**config.mk**
```make
export PLATFORM = sky130hd
export DESIGN_NAME = cet_ctrl
export DESIGN_NICKNAME = d
export VERILOG_FILES = /design/src/cet_pkg.sv /design/src/cet_ctrl.sv
export SDC_FILE = /design/constraint.sdc
export NUM_CORES = 1
export LEC_CHECK = 0
export BUFFER_PORTS_ARGS = -buffer_cell sky130_fd_sc_hd__buf_4
export CORE_AREA = 2 2 51 53
export CTS_CLUSTER_DIAMETER = 60
export DETAILED_ROUTE_END_ITERATION = 8
export DIE_AREA = 0 0 53 55
export GPL_ROUTABILITY_DRIVEN = 0
export GPL_TIMING_DRIVEN = 1
export SLEW_MARGIN = 40
export SYNTH_ARGS = -nofsm -noshare
export SYNTH_HDL_FRONTEND = slang
export SYNTH_SLANG_ARGS = --single-unit
```
**constraint.sdc**
```tcl
create_clock -name clk -period 2 [get_ports clk]
set_input_delay 0.2 -clock clk [delete_from_list [all_inputs] [get_ports clk]]
set_output_delay 0.2 -clock clk [all_outputs]
set_load 0.01 [all_outputs]
```
**src/cet_pkg.sv**
```systemverilog
// Shared types and constants for the compacting entry table.
// Used by cet_ctrl, cet_datapath and compacting_entry_table_core.
package cet_pkg;

  localparam int CAPACITY = 256;
  localparam int IDX_W    = (CAPACITY > 1) ? $clog2(CAPACITY) : 1;
  localparam int CNT_W    = $clog2(CAPACITY + 1);
  // wide enough for the count, the 8-bit slot and the 9-bit result fields
  localparam int WIDE_W   = (CNT_W > 9) ? CNT_W : 9;

  localparam logic [2:0] MODE_CREATE  = 3'd0;
  localparam logic [2:0] MODE_MARK    = 3'd1;
  localparam logic [2:0] MODE_DESTROY = 3'd2;
  localparam logic [2:0] MODE_SWEEP   = 3'd3;
  localparam logic [2:0] MODE_READ    = 3'd4;

  localparam logic [1:0] ST_OK       = 2'd0;
  localparam logic [1:0] ST_FULL     = 2'd1;
  localparam logic [1:0] ST_NOT_LIVE = 2'd2;

  localparam logic [7:0] KIND_INVALID = 8'h00;
  localparam logic [7:0] KIND_DEAD    = 8'h80;
  localparam logic [7:0] KIND_DEFAULT = 8'h7F;

  typedef struct packed {
    logic [2:0]  mode;
    logic [7:0]  slot;
    logic [55:0] payload_in;
  } req_t;

  typedef struct packed {
    logic [1:0]  status;
    logic [7:0]  slot_out;
    logic [7:0]  entry_kind;
    logic [55:0] payload_out;
    logic [8:0]  live_count;
    logic [8:0]  free_space;
  } rsp_t;

  typedef struct packed {
    logic [7:0]  kind;
    logic [55:0] payload;
  } entry_t;

  typedef enum logic [1:0] {RD_SLOT, RD_LAST, RD_IDX} rd_sel_t;
  typedef enum logic [1:0] {WR_CREATE, WR_MARK, WR_MOVE_SLOT, WR_MOVE_IDX} wr_sel_t;
  typedef enum logic [1:0] {KS_ZERO, KS_DEFAULT, KS_READ, KS_MARKED} kind_sel_t;

  typedef struct packed {
    logic       cap_req;
    logic       rd_en;
    rd_sel_t    rd_sel;
    logic       wr_en;
    wr_sel_t    wr_sel;
    logic       cnt_inc;
    logic       cnt_dec;
    logic       idx_clr;
    logic       idx_inc;
    logic       res_load;
    logic [1:0] res_status;
    kind_sel_t  res_kind;
    logic       res_slot_cnt;
    logic       res_pay;
    logic       out_load;
  } cmd_t;

  typedef struct packed {
    logic [2:0] mode;
    logic       full;
    logic       slot_live;
    logic       slot_last;
    logic       idx_live;
    logic       idx_last;
    logic       rd_dead;
    logic       out_room;
  } stat_t;

endpackage

```
**src/cet_ctrl.sv**
```systemverilog
// Sequencer for the compacting entry table: decodes a request and steps
// the datapath through lookups, moves and the sweep walk. Needs cet_pkg.
module cet_ctrl (
  input  logic           clk,
  input  logic           rst,
  input  logic           req_valid,
  output logic           req_stall,
  input  cet_pkg::stat_t stat,
  output cet_pkg::cmd_t  cmd
);
  import cet_pkg::*;

  typedef enum logic [2:0] {
    IDLE, DISPATCH, LOOKUP, MOVE_WR, SWEEP_RD, SWEEP_CHK, SWEEP_MOVE, FINISH
  } state_t;

  state_t state, state_next;

  always_ff @(posedge clk) begin
    if (rst) begin
      state <= IDLE;
    end else begin
      state <= state_next;
    end
  end

  // no request is taken while reset is held
  assign req_stall = rst || (state != IDLE);

  always_comb begin
    cmd        = '0;
    state_next = state;
    case (state)
      IDLE: begin
        if (req_valid) begin
          cmd.cap_req = 1'b1;
          state_next  = DISPATCH;
        end
      end
      DISPATCH: begin
        cmd.res_load   = 1'b1;
        cmd.res_status = ST_OK;
        cmd.res_kind   = KS_ZERO;
        state_next     = FINISH;
        case (stat.mode)
          MODE_CREATE: begin
            if (stat.full) begin
              cmd.res_status = ST_FULL;
            end else begin
              cmd.wr_en        = 1'b1;
              cmd.wr_sel       = WR_CREATE;
              cmd.cnt_inc      = 1'b1;
              cmd.res_kind     = KS_DEFAULT;
              cmd.res_slot_cnt = 1'b1;
            end
          end
          MODE_MARK, MODE_DESTROY, MODE_READ: begin
            if (!stat.slot_live) begin
              cmd.res_status = ST_NOT_LIVE;
            end else begin
              cmd.res_load = 1'b0;
              cmd.rd_en    = 1'b1;
              cmd.rd_sel   = RD_SLOT;
              state_next   = LOOKUP;
            end
          end
          MODE_SWEEP: begin
            cmd.idx_clr = 1'b1;
            state_next  = SWEEP_RD;
          end
          default: ;
        endcase
      end
      LOOKUP: begin
        cmd.res_load   = 1'b1;
        cmd.res_status = ST_OK;
        cmd.res_kind   = KS_READ;
        state_next     = FINISH;
        case (stat.mode)
          MODE_MARK: begin
            cmd.wr_en    = 1'b1;
            cmd.wr_sel   = WR_MARK;
            cmd.res_kind = KS_MARKED;
          end
          MODE_READ: begin
            cmd.res_pay = 1'b1;
          end
          default: begin
            // destroy: kind is captured before the last entry moves in
            if (stat.slot_last) begin
              cmd.cnt_dec = 1'b1;
            end else begin
              cmd.rd_en  = 1'b1;
              cmd.rd_sel = RD_LAST;
              state_next = MOVE_WR;
            end
          end
        endcase
      end
      MOVE_WR: begin
        cmd.wr_en   = 1'b1;
        cmd.wr_sel  = WR_MOVE_SLOT;
        cmd.cnt_dec = 1'b1;
        state_next  = FINISH;
      end
      SWEEP_RD: begin
        if (stat.idx_live) begin
          cmd.rd_en  = 1'b1;
          cmd.rd_sel = RD_IDX;
          state_next = SWEEP_CHK;
        end else begin
          state_next = FINISH;
        end
      end
      SWEEP_CHK: begin
        if (!stat.rd_dead) begin
          cmd.idx_inc = 1'b1;
          state_next  = SWEEP_RD;
        end else if (stat.idx_last) begin
          cmd.cnt_dec = 1'b1;
          state_next  = SWEEP_RD;
        end else begin
          cmd.rd_en  = 1'b1;
          cmd.rd_sel = RD_LAST;
          state_next = SWEEP_MOVE;
        end
      end
      SWEEP_MOVE: begin
        // slot is re-read on the next pass, so the moved entry gets checked
        cmd.wr_en   = 1'b1;
        cmd.wr_sel  = WR_MOVE_IDX;
        cmd.cnt_dec = 1'b1;
        state_next  = SWEEP_RD;
      end
      FINISH: begin
        if (stat.out_room) begin
          cmd.out_load = 1'b1;
          state_next   = IDLE;
        end
      end
      default: state_next = IDLE;
    endcase
  end

  a_busy_after_accept: assert property (@(posedge clk) disable iff (rst)
    req_valid && !req_stall |=> req_stall)
    else $error("request accepted but sequencer not busy");

  a_count_one_way: assert property (@(posedge clk) disable iff (rst)
    !(cmd.cnt_inc && cmd.cnt_dec))
    else $error("count incremented and decremented together");

  a_load_with_room: assert property (@(posedge clk) disable iff (rst)
    cmd.out_load |-> stat.out_room)
    else $error("result loaded over an unread result");

  a_single_port: assert property (@(posedge clk) disable iff (rst)
    cmd.wr_en |-> !cmd.rd_en)
    else $error("table read and written in one cycle");

endmodule

```
==> summary.md <==
| Metric | Value |
|---|---|
| Final antenna-violating net count | 0 |
| FF+latch count, synth | 3 |
| Initial antenna violation count | 0 |
| Clock power frac | 0.118 |
| Power per standard cell area | 1130 mW/mm2 |
| Vias | 668 |
| Detail Route met2 WL | 814 um |
| Max-Cap Viols | 0 |
| Total Routing Usage GR | 0.122 |
| Min-delay worst type | in -> reg |
| Ys Warns | 0 |
| Setup crit start kind | register |
| Post-synth EDFFs | 0 |
| Later-pin clock latency in the skew report | 0.23 ns |
| Cts bufs inserted | 3 |
| Post-synthesis cell count | 73 |
| Layout cells sized above 1 | 0.413 |
| Slew margin rel. | 0.639 |
| Area growth syn-to-layout | 49.7% |
| NetSw | 0.431 mW |
| Comb pwr share | 0.691 |
| Post-synth ARST share | 0 |
| Initial core utilization | 0.230 |
| Internal power | 0.492 mW |
| Post-CTS sizing | 0 |
| DRT iter0 DRCs | 8 |
| Final min period | 1.88 ns |
| Setup Skew | 0.00122 ns |
| Primary FF master, synth | dfxtp_1 |
| Overall Power | 0.923 mW |
| 1st-pass router iterations | 4 |
| Avg WL per Cell | 12.5 um |
| Outcome | finished clean |
| Worst-case clock buffer depth | 2 |
| Final Non-Filler Cells | 134 |
| Max Clk Rate | 532 MHz |
| Critical Path RT | 1.80 ns |
| Biggest regs | state (3) |
| Crit-path max FO | 15 |
| Clock transition at path regs | 0.04 ns |
| Final Hold Fails | 0 |
| Sw Ratio | 0.467 |
| Die Span X | 53 um |
| Util after Layout | 0.344 |
| Seq pwr share | 0.191 |
| Leak Pwr | 0.359 nW |
| First-pass GRT wire length | 2740 um |
| Final WL | 1680 um |
| # IOs | 33 |
| CTS tree | yes |
| Synth cell types | 39 |
| Die area | 0.00292 mm2 |
| # H-tree levels | 1 |
| Largest register FFs | 3 |
| Setup crit end kind | primary output |
| Vias in the first global route | 612 |
| Slew Viols, Final | 0 |
| Final nets | 118 |
| DR WL met3 | 73 um |
| DR top layer | met3 |
| Final setup vio count | 0 |
| Avg Cell Area, Syn | 7.46 um2 |
| Mapped Nets | 86 |
| Largest net degree at the start of global routing | 16 |
| CTS root buf | clkbuf_4 |
| Standard-cell rows | 18 |
| Core Area | 0.00236 mm2 |
| Commonest non-fill, non-tap cell in the layout | buf_4 |
| Grt ovf | 0 |
| Dpl hpwl | 1310 um |
| Slew @ Worst Pin | 0.541 ns |
| Die height | 55 um |
| TNS Setup | 0 ns |
| Most flops, register | state |
| PortBufs | 32 |
| Crit Path Class | reg -> out |
| Most frequent cells in the layout | 34 x buf_4, 6 x nor2_1, 4 x nor3_1 |
| Placed insts | 129 |
| Critical path arrival | 1.68 ns |
| M1 wire length | 790 um |
| VDD IR max | 458 uV |
| Via density | 4.99 |
| Ant. Diodes | 0 |
| Mapped cell area | 544 um2 |
| Final worst path period share | 0.940 |
| DRC violations left | 0 |
| Seq/Total Area, Yosys | 0.110 |
| TritonCTS Sinks | 3 |
| Unrepaired setup endpoints after global routing | false |
per-layer routing:
layer,global-route usage,up-vias
li1,-,341
met1,0.166,306
met2,0.206,21
met3,0.00806,0
met4,0.0385,0
met5,0,-
logic make-up (layout without fill, tap and decap cells):
group / count (synthesis) / in the layout / synth area share
xor+xnor: 3 / 3 / 0.0483
buf+inv: 12 / 43 / 0.124
simple gates: 36 / 36 / 0.467
flops: 3 / 3 / 0.110
compound gates: 19 / 19 / 0.251
area by class of cell:
| class | instances | area (um2) |
|---|---|---|
| fill | 263 | 1550 |
| multi-input combinational | 58 | 417 |
| timing repair buffer | 34 | 255 |
| sequential | 3 | 60.1 |
| tap | 30 | 37.5 |
| clock buffer | 4 | 26.3 |
| inverter | 5 | 18.8 |
power groups by stage:
stage / Combinational, mW / Sequential (mW) / Clock [mW]
floorplan: 0.467 / 0.124 / 0
global placement: 0.624 / 0.174 / 0
detailed placement: 0.627 / 0.174 / 0
CTS: 0.629 / 0.176 / 0.115
global route: 0.706 / 0.187 / 0.118
finish: 0.638 / 0.177 / 0.109
worst paths after layout:
check | startpoint | end | slack [ns] | depth (start not counted)
worst max-delay path | state[2] | cmd[11] | 0.12 | 4
worst min-delay path | rst | state[0] | 0.17 | 2
worst max register to register | state[2] | state[0] | 0.55 | 4
worst min register to register | state[0] | state[2] | 0.69 | 3
what timing repair did:
action	in CTS	in global routing
setup endpoints to repair	0	2
setup buffers	0	1
hold buffers	0	0
worst max-delay path, stage by stage (launching register included):
cell,delay (ns)
dfxtp_1,0.47
nor3b_4,0.32
inv_2,0.07
nor4b_1,0.38
buf_4,0.20
synthesized netlist by cell type, types with 2 or more instances:
library cell,instances,area [um2]
xnor2_1,2,17.5
nor3_1,4,20.0
buf_4,3,22.5
nand4b_1,3,26.3
o2111ai_1,2,17.5
o211ai_1,3,22.5
a31oi_1,2,12.5
nand3b_1,2,15.0
inv_2,2,7.51
nor2_1,6,22.5
inv_1,3,11.3
and3_1,3,18.8
buf_2,3,15.0
nand2b_1,3,18.8
a21oi_1,3,15.0
o21ai_0,3,15.0
dfxtp_1,3,60.1
nand2_1,2,7.51
per-stage QoR:
step,worst slack [ns],instance area [um2],hold WS (ns)
after CTS,0.0464,807,0.161
after floorplan,0.309,544,0.268
after detailed placement,0.322,781,0.410
after global routing,0.0236,815,0.176
final,0.119,815,0.168
after global placement,0.403,781,0.405
No activity file was read; power rests on OpenSTA's default activity.
